**src/sv/fcs_pkg.sv**
```systemverilog
// Package for the fan command supervisor: request, state, result and register types,
// request and register codes, and the setpoint clamp. No dependencies.
package fcs_pkg;

    localparam int FREQ_W = 16;
    localparam int TIME_W = 4;
    localparam int CFG_INDEX_W = 2;

    // request kinds
    localparam logic [1:0] REQ_TICK  = 2'd0;
    localparam logic [1:0] REQ_OPEN  = 2'd1;
    localparam logic [1:0] REQ_CLOSE = 2'd2;
    localparam logic [1:0] REQ_SET   = 2'd3;

    // register indexes
    localparam logic [CFG_INDEX_W-1:0] CFG_VARIABLE_SPEED = 2'd0;
    localparam logic [CFG_INDEX_W-1:0] CFG_MIN_FREQUENCY  = 2'd1;
    localparam logic [CFG_INDEX_W-1:0] CFG_MAX_FREQUENCY  = 2'd2;

    localparam logic [TIME_W-1:0] MISMATCH_STEP  = 4'd2;
    localparam logic [TIME_W-1:0] MISMATCH_LIMIT = 4'd10;
    localparam logic [FREQ_W:0]   FREQ_TOLERANCE = 17'd10;

    typedef struct packed {
        logic [1:0]        req_type;
        logic [FREQ_W-1:0] requested_frequency;
        logic              running_feedback;
        logic              drive_fault;
        logic              remote_mode;
        logic [FREQ_W-1:0] measured_frequency;
    } t_item;

    typedef struct packed {
        logic              cmd_state;
        logic              relay_level;
        logic [FREQ_W-1:0] setpoint;
        logic              pending_check;
        logic [TIME_W-1:0] mismatch_time;
        logic              ctrl_fault_latch;
    } t_state;

    typedef struct packed {
        logic              variable_speed;
        logic [FREQ_W-1:0] min_frequency;
        logic [FREQ_W-1:0] max_frequency;
    } t_cfg;

    typedef struct packed {
        logic              relay_on;
        logic              command_on;
        logic              freq_write;
        logic [FREQ_W-1:0] freq_value;
        logic              control_fault;
        logic              check_pending;
    } t_result;

    // Raise to min, then lower to max (an inverted range ends at max).
    function automatic logic [FREQ_W-1:0] clamp_freq(
        input logic [FREQ_W-1:0] f,
        input logic [FREQ_W-1:0] lo,
        input logic [FREQ_W-1:0] hi
    );
        logic [FREQ_W-1:0] v;
        v = (f < lo) ? lo : f;
        if (v > hi) begin
            v = hi;
        end
        return v;
    endfunction

endpackage

```
**src/sv/fcs_in_stage.sv**
```systemverilog
// Input register for the fan command supervisor: holds one accepted request.
// Depends on fcs_pkg.
module fcs_in_stage (
    input  logic          i_clk,
    input  logic          i_rst_n,
    input  logic          i_valid,
    output logic          o_ready,
    input  fcs_pkg::t_item i_item,
    input  logic          i_advance,
    output logic          o_valid,
    output fcs_pkg::t_item o_item
);

    logic           r_valid;
    fcs_pkg::t_item r_item;

    // take a new request when empty or when the held one moves on this cycle
    assign o_ready = !r_valid || i_advance;

    always_ff @(posedge i_clk) begin
        if (!i_rst_n) begin
            r_valid <= 1'b0;
        end else if (o_ready) begin
            r_valid <= i_valid;
        end
    end

    always_ff @(posedge i_clk) begin
        if (o_ready && i_valid) begin
            r_item <= i_item;
        end
    end

    assign o_valid = r_valid;
    assign o_item  = r_item;

endmodule

```
**src/sv/fcs_step.sv**
```systemverilog
// Next-state and result logic for one request of the fan command supervisor.
// Purely combinational. Depends on fcs_pkg.
module fcs_step (
    input  fcs_pkg::t_item   i_item,
    input  fcs_pkg::t_state  i_state,
    input  fcs_pkg::t_cfg    i_cfg,
    output fcs_pkg::t_state  o_state,
    output fcs_pkg::t_result o_result
);

    logic [fcs_pkg::FREQ_W:0] diff_up;
    logic [fcs_pkg::FREQ_W:0] diff_dn;
    logic                     off_target;

    assign diff_up = {1'b0, i_state.setpoint} - {1'b0, i_item.measured_frequency};
    assign diff_dn = {1'b0, i_item.measured_frequency} - {1'b0, i_state.setpoint};
    assign off_target = diff_up[fcs_pkg::FREQ_W] ? (diff_dn > fcs_pkg::FREQ_TOLERANCE)
                                                 : (diff_up > fcs_pkg::FREQ_TOLERANCE);

    always_comb begin
        fcs_pkg::t_state           s;
        logic                      run;
        logic                      flt;
        logic                      rem;
        logic                      do_apply;
        logic                      apply_cmd;
        logic [fcs_pkg::FREQ_W-1:0] apply_src;
        logic [fcs_pkg::FREQ_W-1:0] sp;
        logic                      wr;

        s         = i_state;
        run       = i_item.running_feedback;
        flt       = i_item.drive_fault;
        rem       = i_item.remote_mode;
        do_apply  = 1'b0;
        apply_cmd = 1'b0;
        apply_src = i_state.setpoint;
        sp        = '0;
        wr        = 1'b0;

        case (i_item.req_type)
            fcs_pkg::REQ_TICK: begin
                // commanded on but not running: retry the open
                if (s.cmd_state && !run && !flt && rem) begin
                    s.pending_check = 1'b1;
                    s.relay_level   = 1'b1;
                    do_apply        = i_cfg.variable_speed;
                    apply_cmd       = 1'b1;
                end
                // commanded off but running: retry the close
                if (!s.cmd_state && run) begin
                    s.pending_check = 1'b1;
                    s.relay_level   = 1'b0;
                end
                if (s.pending_check && rem) begin
                    if (s.cmd_state != run) begin
                        s.mismatch_time = s.mismatch_time + fcs_pkg::MISMATCH_STEP;
                    end else begin
                        s.pending_check = 1'b0;
                        s.mismatch_time = '0;
                    end
                end
                if (s.mismatch_time >= fcs_pkg::MISMATCH_LIMIT && s.pending_check && rem) begin
                    s.mismatch_time    = '0;
                    s.ctrl_fault_latch = 1'b1;
                    s.pending_check    = 1'b0;
                end
                // forced off
                if (flt || !rem || s.ctrl_fault_latch) begin
                    s.cmd_state     = 1'b0;
                    s.pending_check = 1'b0;
                    if (run) begin
                        s.relay_level = 1'b0;
                    end
                end
                // running drive off target: send setpoint again
                if (i_cfg.variable_speed && !flt && s.cmd_state && run && off_target) begin
                    do_apply  = 1'b1;
                    apply_cmd = 1'b1;
                end
            end
            fcs_pkg::REQ_OPEN: begin
                if (!flt && rem) begin
                    s.relay_level = 1'b1;
                    s.cmd_state   = 1'b1;
                    do_apply      = !run && i_cfg.variable_speed;
                    apply_cmd     = 1'b1;
                end
            end
            fcs_pkg::REQ_CLOSE: begin
                s.relay_level = 1'b0;
                s.cmd_state   = 1'b0;
            end
            fcs_pkg::REQ_SET: begin
                do_apply  = 1'b1;
                apply_cmd = i_state.cmd_state;
                apply_src = i_item.requested_frequency;
            end
            default: begin
                s = i_state;
            end
        endcase

        // at most one frequency send per request
        if (do_apply && i_cfg.variable_speed && !flt) begin
            sp         = fcs_pkg::clamp_freq(apply_src, i_cfg.min_frequency,
                                             i_cfg.max_frequency);
            s.setpoint = sp;
            wr         = apply_cmd && (i_item.measured_frequency != sp);
        end

        o_state                = s;
        o_result.relay_on      = s.relay_level;
        o_result.command_on    = s.cmd_state;
        o_result.freq_write    = wr;
        o_result.freq_value    = wr ? sp : '0;
        o_result.control_fault = s.ctrl_fault_latch;
        o_result.check_pending = s.pending_check;
    end

endmodule

```
**src/sv/fan_command_supervisor.sv**
```systemverilog
// Top level of the fan command supervisor: ports, register file, state and result register.
// Depends on fcs_pkg, fcs_in_stage and fcs_step.
//
//  channel | direction | handshake                | payload
//  --------+-----------+--------------------------+-------------------------------------------
//  in      | to block  | i_in_valid / o_in_ready  | request kind, setpoint, sampled inputs
//  out     | from block| o_out_valid / i_out_ready| relay, command, freq write, fault, pending
//  cfg     | to block  | i_cfg_valid / o_cfg_ready| register index (2 bits), data (16 bits)
//
// One request per cycle sustained while the output is not stalled; a request passes the
// input register, then the result register. The state update is one combinational pass.
// A request moves from the input register to the result register when the result
// register is empty or is being taken; a stalled output holds one result plus one request.
// Reset (i_rst_n low, synchronous) clears all supervisor state and sets the registers to
// variable_speed 0, min 0, max 65535. The cfg channel is always ready.
module fan_command_supervisor (
    input  logic        i_clk,
    input  logic        i_rst_n,

    input  logic        i_in_valid,
    output logic        o_in_ready,
    input  logic [1:0]  i_req_type,
    input  logic [15:0] i_requested_frequency,
    input  logic        i_running_feedback,
    input  logic        i_drive_fault,
    input  logic        i_remote_mode,
    input  logic [15:0] i_measured_frequency,

    output logic        o_out_valid,
    input  logic        i_out_ready,
    output logic        o_relay_on,
    output logic        o_command_on,
    output logic        o_freq_write,
    output logic [15:0] o_freq_value,
    output logic        o_control_fault,
    output logic        o_check_pending,

    input  logic        i_cfg_valid,
    output logic        o_cfg_ready,
    input  logic [1:0]  i_cfg_index,
    input  logic [15:0] i_cfg_data
);

    fcs_pkg::t_item   in_item;
    fcs_pkg::t_item   held_item;
    logic             held_valid;
    logic             advance;

    fcs_pkg::t_cfg    r_cfg;
    fcs_pkg::t_state  r_state;
    fcs_pkg::t_state  n_state;
    fcs_pkg::t_result r_out;
    fcs_pkg::t_result n_out;
    logic             r_out_valid;

    // ---- input register ----
    assign in_item.req_type            = i_req_type;
    assign in_item.requested_frequency = i_requested_frequency;
    assign in_item.running_feedback    = i_running_feedback;
    assign in_item.drive_fault         = i_drive_fault;
    assign in_item.remote_mode         = i_remote_mode;
    assign in_item.measured_frequency  = i_measured_frequency;

    // held request is processed when the result slot is free or draining
    assign advance = held_valid && (!r_out_valid || i_out_ready);

    fcs_in_stage u_in_stage (
        .i_clk    (i_clk),
        .i_rst_n  (i_rst_n),
        .i_valid  (i_in_valid),
        .o_ready  (o_in_ready),
        .i_item   (in_item),
        .i_advance(advance),
        .o_valid  (held_valid),
        .o_item   (held_item)
    );

    // ---- configuration registers; unknown index is dropped ----
    assign o_cfg_ready = 1'b1;

    always_ff @(posedge i_clk) begin
        if (!i_rst_n) begin
            r_cfg.variable_speed <= 1'b0;
            r_cfg.min_frequency  <= '0;
            r_cfg.max_frequency  <= '1;
        end else if (i_cfg_valid) begin
            case (i_cfg_index)
                fcs_pkg::CFG_VARIABLE_SPEED: r_cfg.variable_speed <= i_cfg_data[0];
                fcs_pkg::CFG_MIN_FREQUENCY:  r_cfg.min_frequency  <= i_cfg_data;
                fcs_pkg::CFG_MAX_FREQUENCY:  r_cfg.max_frequency  <= i_cfg_data;
                default: begin
                    r_cfg <= r_cfg;
                end
            endcase
        end
    end

    // ---- supervisor update ----
    fcs_step u_step (
        .i_item  (held_item),
        .i_state (r_state),
        .i_cfg   (r_cfg),
        .o_state (n_state),
        .o_result(n_out)
    );

    always_ff @(posedge i_clk) begin
        if (!i_rst_n) begin
            r_state     <= '0;
            r_out_valid <= 1'b0;
        end else if (advance) begin
            r_state     <= n_state;
            r_out_valid <= 1'b1;
        end else if (i_out_ready) begin
            r_out_valid <= 1'b0;
        end
    end

    always_ff @(posedge i_clk) begin
        if (advance) begin
            r_out <= n_out;
        end
    end

    assign o_out_valid     = r_out_valid;
    assign o_relay_on      = r_out.relay_on;
    assign o_command_on    = r_out.command_on;
    assign o_freq_write    = r_out.freq_write;
    assign o_freq_value    = r_out.freq_value;
    assign o_control_fault = r_out.control_fault;
    assign o_check_pending = r_out.check_pending;

    // ---- assertions ----
    // control fault never clears once latched
    a_fault_sticky: assert property (@(posedge i_clk) disable iff (!i_rst_n)
        r_state.ctrl_fault_latch |=> r_state.ctrl_fault_latch)
        else $error("control fault latch cleared");

    // mismatch timer only moves in steps of two
    a_timer_even: assert property (@(posedge i_clk) disable iff (!i_rst_n)
        !r_state.mismatch_time[0])
        else $error("mismatch timer odd");

    // no frequency value without a write
    a_freq_zero: assert property (@(posedge i_clk) disable iff (!i_rst_n)
        (o_out_valid && !o_freq_write) |-> (o_freq_value == 16'd0))
        else $error("frequency value without write");

    // state changes only when a request is processed
    a_state_hold: assert property (@(posedge i_clk) disable iff (!i_rst_n)
        !advance |=> $stable(r_state))
        else $error("state changed without a request");

endmodule

```
**config.mk**
```make
export PLATFORM = sky130hd
export DESIGN_NAME = fan_command_supervisor
export DESIGN_NICKNAME = d
export VERILOG_FILES = /design/src/sv/fcs_pkg.sv /design/src/sv/fcs_in_stage.sv /design/src/sv/fcs_step.sv /design/src/sv/fan_command_supervisor.sv
export SDC_FILE = /design/constraint.sdc
export NUM_CORES = 1
export LEC_CHECK = 0
export BUFFER_PORTS_ARGS = -buffer_cell sky130_fd_sc_hd__buf_4
export CORE_ASPECT_RATIO = 0.6
export CORE_MARGIN = 5
export CORE_UTILIZATION = 30
export CTS_BUF_LIST = sky130_fd_sc_hd__clkbuf_4
export CTS_CLUSTER_SIZE = 24
export DETAILED_ROUTE_END_ITERATION = 10
export PLACE_DENSITY = 0.47
export SKIP_LAST_GASP = 1
export SYNTH_ARGS = -nofsm -noshare
export SYNTH_HDL_FRONTEND = slang
export SYNTH_SLANG_ARGS = --single-unit
```
**constraint.sdc**
```tcl
create_clock -name i_clk -period 7 [get_ports i_clk]
set_input_delay 0.35 -clock i_clk [delete_from_list [all_inputs] [get_ports i_clk]]
set_output_delay 0.35 -clock i_clk [all_outputs]
set_load 0.01 [all_outputs]
```
==> out/metrics.cfg, run 1 <==
[power]
p_per_area_nw_per_um2=157.3
peakVddDrop_uv=128.8
power_leakage_nw=4.052

[routing]
antenna_left=0
drtPass1Iterations=5
vias_per_cell=5.102
wl_um=28090
vias=7378
routedWlPerCell_um=19.42
drtIter0Drc=668
drc_errors=0

[grt]
grtUsageTotal=0.1789
antenna_found_initial=0
grt-ovfl-total=0
grt_pass1_vias=6948
grt_max_degree=75
grt_first_pass_wirelength_um=42660

[setup_path]
crit_fanout=18
crit_type=register to register
startpoint_type=register
cp.required_ns=7.29
end_kind=register
cp_data_arrival_time_ns=6.22

[yosys]
async_reset_ff_frac=0
synth_nets=1079
ys_top_cells_by_count=137 x nand2_1, 81 x inv_1, 75 x a21oi_1
ys_top_cells_by_area=edfxtp_1 21%, dfxtp_1 14%, ha_1 10%
yosys.area.top_type_share=0.2111
synth_edf_count=58
syn_area_sq_um=8252
syn_inst=951
yosysSeqAreaShare=0.3518
ys_seq_elements=116
yosysMostFrequentCell=nand2_1
avgSynthCellArea_sq_um=8.677
ys_types=76
synth_largest_area_cell=edfxtp_1
yosys_warnings=0
synth_ff_type=edfxtp_1

[floorplan]
die_area_sq_um=31030
start_util=0.3018
io_pins=84
core_area_sq_um=27350
dieHeight_um=138.5
rows=47
die_x_um=224.1

[run_status]
outcome=complete, no violations

[placement]
post-dp-hpwl_um=21860
io_buffers=82
place.gp.congestion=0.9181
dp_slack_ns=1.228

[clock_tree]
htree_levels=4
cts_tree=built
postCtsHoldBufs=53
clk_pin_slew_worst_paths_ns=0.11
ctsResizeCount=0
numCtsBuffers=17
clock_path_buffers=2
cts_root_buf=clkbuf_4
post-cts-setup-buffers=0
cts_sinks=116
clock_latency_ns=0.58

[sta]
fin_ws_ns=1.067
fin_crit_sh=0.8476
grt_setup_unrepaired=no
fin_skew_ns=0.01934
worst_slew_pin_slew_ns=1.191
relSlewSlack=0.2041
finalMaxSlewViolations=0
tns_ns=0
min_period_ns=5.933
timing.hold.ws_ns=0.06482
hold_viol=0
final-setup-viol-count=0
fmax_mhz=168.5

[final_layout]
post-route-util=0.3643
final_net_count=1193
fill_cells=2875
drive_above_1_share=0.1475
area_growth_pct=20.73

[job]
cap_violations=0

[hold_path]
hold_class=primary input to register

[routing by layer]
| metal | vias up | routed length (um) | global-route usage |
|---|---|---|---|
| li1 | 3643 | - | - |
| met1 | 3433 | 15090 | 0.2948 |
| met2 | 276 | 10260 | 0.2223 |
| met3 | 26 | 2428 | 0.05212 |
| met4 | 0 | 309 | 0.03673 |
| met5 | - | 0 | 0 |
[final timing paths]
check / start / endpoint / slack, ns / cells past startpoint
hold reg to reg: r_cfg[31]$_SDFFE_PN0P_ / r_cfg[31]$_SDFFE_PN0P_ / 0.49 / 2
setup reg to reg: u_in_stage.o_item[35]$_DFFE_PP_ / o_freq_value[1]$_SDFFCE_PN0P_ / 1.07 / 16
setup / recovery: u_in_stage.o_item[35]$_DFFE_PP_ / o_freq_value[1]$_SDFFCE_PN0P_ / 1.07 / 16
hold / removal: i_cfg_data[0] / r_cfg[0]$_SDFFE_PN1P_ / 0.06 / 3
[flip-flops by register name, summed over array words and instances (netlist names)]
signal and count:
o_freq_value 16, o_control_fault 1, o_command_on 1, o_relay_on 1
r_state 23, o_freq_write 1, o_out_valid 1, u_in_stage.o_item 37
u_in_stage.o_valid 1, o_check_pending 1, r_cfg 33
[stage by stage]
step                      power [W]  cells  area [sq um]
after floorplan           0.0009705    951          8252
after global placement     0.001086   1360          9174
after detailed placement   0.001084   1360          9174
after CTS                  0.001581   1445          9960
after global routing       0.001650   1445          9960
final                      0.001567   1446          9962
[power by group]
group / internal [W] / total, W / switching, W / leakage, nW
Combinational: 0.000141 / 0.000327 / 0.000187 / 2.90
Clock: 0.000181 / 0.000470 / 0.000289 / 0.128
Sequential: 0.000742 / 0.000770 / 0.0000282 / 1.03
[worst max-delay path: stages (launching register included)]
cell and delay, ns:
edfxtp_1 0.52, nand2_2 0.41, mux2_2 0.41, ha_1 0.31, o2111ai_1 0.12, nor2_1 0.13, a211oi_2 0.12, o21ai_2 0.78
mux2_2 0.46, ha_1 0.29, nor2b_1 0.13, o211ai_1 0.20, a21oi_1 0.14, o31ai_1 0.26, a22o_1 0.53, and2_1 0.66
a21oi_1 0.16
[cell type report]
| type | instances | area, sq um | share of cell area |
|---|---|---|---|
| antenna | 1 | 2.502 | 0.0002512 |
| clock buffer | 19 | 142.6 | 0.01432 |
| clock inverter | 13 | 112.6 | 0.01130 |
| inverter | 82 | 307.8 | 0.03090 |
| multi-input combinational | 707 | 4843 | 0.4862 |
| sequential | 116 | 2903 | 0.2914 |
| tap | 367 | 459.2 | 0.04609 |
| timing repair buffer | 141 | 1191 | 0.1196 |
[cells in the final DEF, fill, tap and decap left out, drive strengths merged, types with 4 or more instances in the layout]
cell type,synthesis,final
nand2,138,138
buf,14,88
inv,81,81
a21oi,75,75
ha,66,66
edfxtp,58,58
dfxtp,58,58
dlygate4sd3,0,53
o21ai,45,45
nor2,35,35
nand3,33,33
mux2,30,30
xnor2,22,22
mux2i,21,21
o211ai,20,20
a21boi,20,20
nand4,19,19
clkbuf,32,19
nor2b,17,17
xor2,17,17
a21o,13,13
a211oi,12,12
nor4,11,11
nor3,9,9
clkinv,1,8
nand2b,7,7
and3,6,6
nand3b,6,6
o2111ai,5,5
nor3b,5,5
clkinvlp,0,5
a2111oi,4,4
a31oi,4,4
a2bb2oi,4,4
o221ai,4,4
and2,4,4
[cells by family after synthesis]
logic type,after synthesis,synth area share
xor gates and xnor gates,39,0.04139
AOI/OAI and AO/OA,245,0.1951
and+or+nand+nor,303,0.1773
DFF,116,0.3518
other,1,0.0004545
buffers and inverters,128,0.06171
adders and majority gates,68,0.1049
muxes,51,0.06732
Power figures use the tool's default switching activity.
==> inputs of run 2 (changes only) <==
--- a/config.mk
+++ b/config.mk
@@ -5,6 +5,7 @@
 export SDC_FILE = /design/constraint.sdc
 export NUM_CORES = 1
 export LEC_CHECK = 0
+export ABC_AREA = 1
 export BUFFER_PORTS_ARGS = -buffer_cell sky130_fd_sc_hd__buf_4
 export CORE_ASPECT_RATIO = 0.6
 export CORE_MARGIN = 5
@@ -12,7 +13,7 @@
 export CTS_BUF_LIST = sky130_fd_sc_hd__clkbuf_4
 export CTS_CLUSTER_SIZE = 24
 export DETAILED_ROUTE_END_ITERATION = 10
-export PLACE_DENSITY = 0.47
+export PLACE_DENSITY = 0.49
 export SKIP_LAST_GASP = 1
 export SYNTH_ARGS = -nofsm -noshare
 export SYNTH_HDL_FRONTEND = slang
==> constraint.sdc (replaced) <==
create_clock -name i_clk -period 5.3 [get_ports i_clk]
set_input_delay 0.265 -clock i_clk [delete_from_list [all_inputs] [get_ports i_clk]]
set_output_delay 0.265 -clock i_clk [all_outputs]
set_load 0.01 [all_outputs]
==> run 2 against run 1 <==
Power grew 43%. Utilization grew 1.8 points. Hold slack gained 0.086 ns. Sequential cell count is the same. First-iteration DRC count is 6.4% lower. Via count increased by 7.1%. Critical endpoint is now o_freq_value[13]$_SDFFCE_PN0P_.
==> out/metrics.cfg, run 2 <==
[run_status]
outcome=complete, no violations

[sta]
fmax_mhz=203.2  ; +21%
final-setup-viol-count=0  ; unchanged
fin_skew_ns=0.02685  ; +0.007513 ns
fin_crit_sh=0.9283  ; +0.08071
worst_slew_pin_slew_ns=1.319  ; +0.1282 ns
finalMaxSlewViolations=0  ; unchanged
hold_viol=0  ; unchanged
min_period_ns=4.920  ; -1.013 ns
relSlewSlack=0.1176  ; -0.08649
tns_ns=0  ; unchanged

[routing]
vias_per_cell=4.641  ; -9.0%
drtIter0Drc=625  ; -6.4%
routedWlPerCell_um=15.69  ; -19%
vias=7904  ; +7.1%
antenna_left=0  ; unchanged
drc_errors=0  ; unchanged
wl_um=26720  ; -4.9%
drtPass1Iterations=7  ; +2

[job]
cap_violations=0  ; unchanged

[final_layout]
final_cell_mix=343 x nand2_1, 190 x inv_1, 115 x nand3_1, 103 x nor2_1, 95 x buf_4
design_area_sq_um=10180  ; +2.1%
largest_reg_flops=37  ; unchanged
n_antenna_cell=0  ; -1
layout_commonest_cell=nand2_1
final_net_count=1458  ; +22%
drive_above_1_share=0.1296  ; -0.01793
area_growth_pct=24.30

[setup_path]
crit_fanout=17  ; -1
rr_startpoint=u_in_stage.o_item[35]$_DFFE_PP_
startpoint_type=register
crit_start=u_in_stage.o_item[35]$_DFFE_PP_
crit_buf_inv=4  ; +4
cpLargestDelayFamily=simple AND/OR/NAND/NOR gates
path_depth=31  ; +15
cp.required_ns=5.68  ; -1.61 ns
critPathMaxStageDelay_ns=0.49  ; -0.29 ns
crit_slowest_cell=edfxtp_1
reg2regPathDepth=31  ; +15
crit_end=o_freq_value[13]$_SDFFCE_PN0P_
cp_data_arrival_time_ns=5.30  ; -0.92 ns
crit_type=register to register
r2r_setup_slack_ns=0.38  ; -0.69 ns
end_kind=register
r2r_end=o_freq_value[13]$_SDFFCE_PN0P_

[clock_tree]
clock_latency_ns=0.62  ; +0.04 ns
clock_path_buffers=2  ; unchanged
htree_levels=4  ; unchanged
cts_sinks=116  ; unchanged
cts_tree=built
cts_root_buf=clkbuf_4
clk_pin_slew_worst_paths_ns=0.13  ; +0.02 ns
numCtsBuffers=17  ; unchanged

[floorplan]
rows=46  ; -2.1%
start_util=0.3072  ; +0.005450
dieHeight_um=138.0  ; -0.36%
io_pins=84  ; unchanged
die_x_um=223.3  ; -0.38%
core_area_sq_um=26650  ; -2.5%
die_area_sq_um=30800  ; -0.74%

[power]
power_leakage_nw=5.103  ; +26%
peakVddDrop_uv=146.5  ; +14%
p_per_area_nw_per_um2=220.7  ; +40%

[yosys]
ys_top_cells_by_area=edfxtp_1 21%, nand2_1 16%, dfxtp_1 14%
yosys.area.top_type_share=0.2127  ; +0.001677
yosysMostFrequentCell=nand2_1
synth_largest_area_cell=edfxtp_1
avgSynthCellArea_sq_um=6.909  ; -20%
syn_inst=1185  ; +25%
synth_ff_type=edfxtp_1
yosysSeqAreaShare=0.3546  ; +0.002796
synth_edf_count=58  ; unchanged
ys_types=45  ; -41%
yosys_warnings=0  ; unchanged
syn_area_sq_um=8187  ; -0.79%
async_reset_ff_frac=0  ; unchanged
synth_nets=1313  ; +22%
ys_top_cells_by_count=344 x nand2_1, 191 x inv_1, 115 x nand3_1
ys_seq_elements=116  ; unchanged

[placement]
placed_area_sq_um=9190  ; +0.18%
io_buffers=82  ; unchanged
place.gp.congestion=0.9134  ; -0.51%
post-dp-hpwl_um=20630  ; -5.6%

[grt]
grt_pass1_vias=7901  ; +14%
antenna_found_initial=0  ; unchanged
grt-ovfl-total=0  ; unchanged
grt_max_degree=52  ; -31%
grtUsageTotal=0.1766  ; -0.002286
grt_first_pass_wirelength_um=41880  ; -1.8%

[hold_path]
hold_class=primary input to register
hp-start=i_rst_n

run 2: cell type report:
type,count,area (sq um)
clock buffer,18,135.1
clock inverter,14,137.6
sequential,116,2903
multi-input combinational,844,4472
tap,360,450.4
fill,2877,16470
timing repair buffer,157,1348
inverter,194,730.7
run 2: per-stage QoR:
stage               utilization  total power [W]  worst slack, ns  cells  hold slack [ns]
detailed placement       0.3449         0.001543           0.1398   1607           0.4445
global placement         0.3449         0.001546           0.2179   1607           0.4439
global route             0.3819         0.002395         -0.02611   1703           0.1305
finish                   0.3819         0.002246           0.3799   1703           0.1507
CTS                      0.3769         0.002258           0.1023   1697          0.08814
floorplan                     -         0.001371           0.8191   1185           0.3639
run 2: report_power, final:
group / switching [W] / total [W] / leakage, nW / internal (W)
Sequential: 0.0000282 / 0.00101 / 1.04 / 0.000983
Clock: 0.000392 / 0.000671 / 0.135 / 0.000279
Combinational: 0.000350 / 0.000564 / 3.93 / 0.000214
run 2: worst min-delay path by stage:
stage	cells after the start	end	slack [ns]
3_3_place_gp	1	u_in_stage.o_item[34]$_DFFE_PP_	0.44
3_5_place_dp	1	u_in_stage.o_item[34]$_DFFE_PP_	0.44
6_report	3	r_state[16]$_SDFFE_PN0P_	0.15
2_1_floorplan	0	u_in_stage.o_item[0]$_DFFE_PP_	0.36
5_1_grt	3	r_state[16]$_SDFFE_PN0P_	0.13
4_1_cts	3	r_state[21]$_SDFFE_PN0P_	0.09
run 2: tightest hold or removal path, delay by kind of cell:
family,cells,cell delay [ns]
AND/OR/NAND/NOR,2,0.17
buffers and inverters,1,0.29
run 2: cells by family after synthesis:
| logic type | Yosys count | share of synthesized area |
|---|---|---|
| flip-flops | 116 | 0.3546 |
| buffers and inverters | 228 | 0.1116 |
| adder cells (fa/ha/maj) | 68 | 0.1058 |
| XOR/XNOR | 5 | 0.005350 |
| AND/OR/NAND/NOR | 618 | 0.3200 |
| AO/OA/AOI/OAI | 149 | 0.1022 |
| other | 1 | 0.0004581 |
run 2: what timing repair did:
| action | in CTS | in global routing |
|---|---|---|
| endpoints found under the hold margin | 72 | 0 |
| buffers inserted | 0 | 3 |
| gates resized for setup | 0 | 21 |
| setup endpoints to repair | 0 | 17 |
| hold buffers | 58 | 0 |
run 2: per-layer routing:
layer,share of wire,GRT usage,vias up,wire length (um)
li1,-,-,4092,-
met1,0.54,0.2645,3607,14310
met2,0.39,0.2569,185,10530
met3,0.062,0.04548,20,1652
met4,0.0082,0.03400,0,218
met5,0,0,-,0
==> inputs of run 3 (changes only) <==
--- a/config.mk
+++ b/config.mk
@@ -14,6 +14,7 @@
 export CTS_CLUSTER_SIZE = 24
 export DETAILED_ROUTE_END_ITERATION = 10
 export PLACE_DENSITY = 0.49
+export REMOVE_ABC_BUFFERS = 1
 export SKIP_LAST_GASP = 1
 export SYNTH_ARGS = -nofsm -noshare
 export SYNTH_HDL_FRONTEND = slang
==> run 3 against run 2 <==
Hold slack worse by 0.018 ns. Largest power group unchanged. Sequential share of layout area is 0.46 points lower. Maximum frequency is 1.5% lower. Wire length is 3.5% higher. Worst setup slack worse by 0.073 ns. Largest cell class unchanged. Power is 5.4% higher. Non-clock buffer count is 13 higher. Count of clock-buffer cells in the layout is 1 lower. Final area is 1.6% higher.
==> out/metrics.cfg, run 3 (same netlist as run 2, synthesis figures left out) <==
[setup_path]
crit_slowest_cell=edfxtp_1
cp_data_arrival_time_ns=5.35  ; +0.05 ns
critPathMaxStageDelay_ns=0.47  ; -0.02 ns
startpoint_type=register
end_kind=register
rr_startpoint=u_in_stage.o_item[35]$_DFFE_PP_
crit_top_cell=nand2_1
crit_fanout=16  ; -1
crit_type=register to register
cp.required_ns=5.66  ; -0.02 ns
crit_start=u_in_stage.o_item[35]$_DFFE_PP_

[sta]
min_period_ns=4.993  ; +0.07298 ns
fmax_mhz=200.3  ; -1.5%
final-setup-viol-count=0  ; unchanged
finalMaxSlewViolations=0  ; unchanged
relSlewSlack=0.2132  ; +0.09555
worst_slew_pin_slew_ns=1.179  ; -0.1398 ns
fin_crit_sh=0.9421  ; +0.01377
fin_skew_ns=0.04317  ; +0.01632 ns
hold_viol=0  ; unchanged

[grt]
grt_pass1_vias=7356  ; -6.9%
grt_max_degree=52  ; unchanged
grt-busiest-layer=met1
grtUsageTotal=0.1789  ; +0.002253
grt_first_pass_wirelength_um=42060  ; +0.43%
gr-usage-met1=0.2802  ; +0.01566
antenna_found_initial=0  ; unchanged
gr-usage-met3=0.04696  ; +0.001481
grt-ovfl-total=0  ; unchanged
use_met2=0.2439  ; -0.01298

[floorplan]
die_area_sq_um=30800  ; unchanged
core_area_sq_um=26650  ; unchanged
start_util=0.3072  ; unchanged
rows=46  ; unchanged
dieHeight_um=138.0  ; unchanged
io_pins=84  ; unchanged
die_x_um=223.3  ; unchanged

[placement]
io_buffers=82  ; unchanged
post-dp-hpwl_um=20960  ; +1.6%
placed_area_sq_um=9328  ; +1.5%
place.gp.congestion=0.8809  ; -3.6%

[final_layout]
multiInputGateArea_sq_um=4432  ; -0.90%
largest_reg_flops=37  ; unchanged
final_net_count=1468  ; +0.69%
drive_above_1_share=0.1404  ; +0.01087
fill_cells=2833  ; -1.5%
final_cell_mix=344 x nand2_1, 190 x inv_1, 114 x nand3_1, 104 x buf_4, 102 x nor2_1
area_growth_pct=26.32
n_antenna_cell=0  ; unchanged
design_area_sq_um=10340  ; +1.6%
seqCellArea_sq_um=2903  ; unchanged
layout_commonest_cell=nand2_1

[routing]
drc_errors=0  ; unchanged
routedWlPerCell_um=16.15  ; +2.9%
wl_um=27660  ; +3.5%
vias_per_cell=4.671  ; +0.65%
vias=8002  ; +1.2%
antenna_left=0  ; unchanged
drtIter0Drc=689  ; +10%
drtPass1Iterations=5  ; -2

[clock_tree]
cts_sinks=116  ; unchanged
cts_tree=built
clk_pin_slew_worst_paths_ns=0.13  ; about the same
numCtsBuffers=17  ; unchanged
clock_path_buffers=2  ; unchanged
clock_latency_ns=0.63  ; about the same
cts_root_buf=clkbuf_4
htree_levels=4  ; unchanged

[hold_path]
hold_class=primary input to register
hp-start=i_rst_n

[power]
peakVddDrop_uv=147.9  ; +0.97%
p_total_w=0.002366  ; +5.4%
p_per_area_nw_per_um2=228.8  ; +3.7%
power_leakage_nw=5.192  ; +1.7%

[job]
cap_violations=0  ; unchanged

[run_status]
outcome=complete, no violations

-- run 3: where the power goes --
part / total [W] / switching (W) / internal (W)
registers: 0.00101 / 0.0000257 / 0.000983
logic: 0.000617 / 0.000374 / 0.000243
clock network: 0.000740 / 0.000412 / 0.000329
total: 0.00237 / 0.000812 / 0.00155
-- run 3: layer usage --
metal	vias up	wire [um]
met1	3615	14830
met5	-	0
met4	0	246
met2	246	10670
li1	4121	-
met3	20	1911
-- run 3: path summary, 6_finish.rpt --
check	endpoint	slack (ns)	depth (start not counted)
min	r_state[21]$_SDFFE_PN0P_	0.13	3
min reg2reg	r_cfg[21]$_SDFFE_PN0P_	0.49	2
max reg2reg	o_freq_value[0]$_SDFFCE_PN0P_	0.31	31
max	o_freq_value[0]$_SDFFCE_PN0P_	0.31	31
-- run 3: through the flow --
stage / std cells / hold WS, ns / TNS (ns) / util / setup WS (ns)
2_1_floorplan: 1151 / 0.3636 / 0 / - / 0.03940
3_3_place_gp: 1618 / 0.4435 / 0 / 0.3500 / 0.005715
3_5_place_dp: 1618 / 0.4443 / 0 / 0.3500 / 0.04465
4_1_cts: 1708 / 0.07066 / 0 / 0.3833 / 0.006608
5_1_grt: 1713 / 0.09173 / -0.02244 / 0.3881 / -0.01401
6_report: 1713 / 0.1325 / 0 / 0.3881 / 0.3069
-- run 3: what timing repair did --
item | CTS | global route
resized for setup | 0 | 17
setup endpoints to repair | 0 | 17
buffers inserted | 0 | 3
endpoints found under the hold margin | 72 | 0
hold buffers | 58 | 0
-- run 3: area by class of cell --
type                            instances  area share
Clock inverter                         15     0.01718
Timing Repair Buffer                  170      0.1472
Tap cell                              360     0.04356
Multi-Input combinational cell        841      0.4286
Clock buffer                           17     0.01234
Sequential cell                       116      0.2807
Inverter                              194     0.07042
-- run 3: worst max-delay path: cells and delay by family, from the launching register on --
family,cells,cell delay [ns]
adder cells (fa/ha/maj),2,0.56
AO/OA/AOI/OAI,4,0.71
buffers and inverters,6,0.94
AND/OR/NAND/NOR,19,2.02
flip-flops,1,0.47
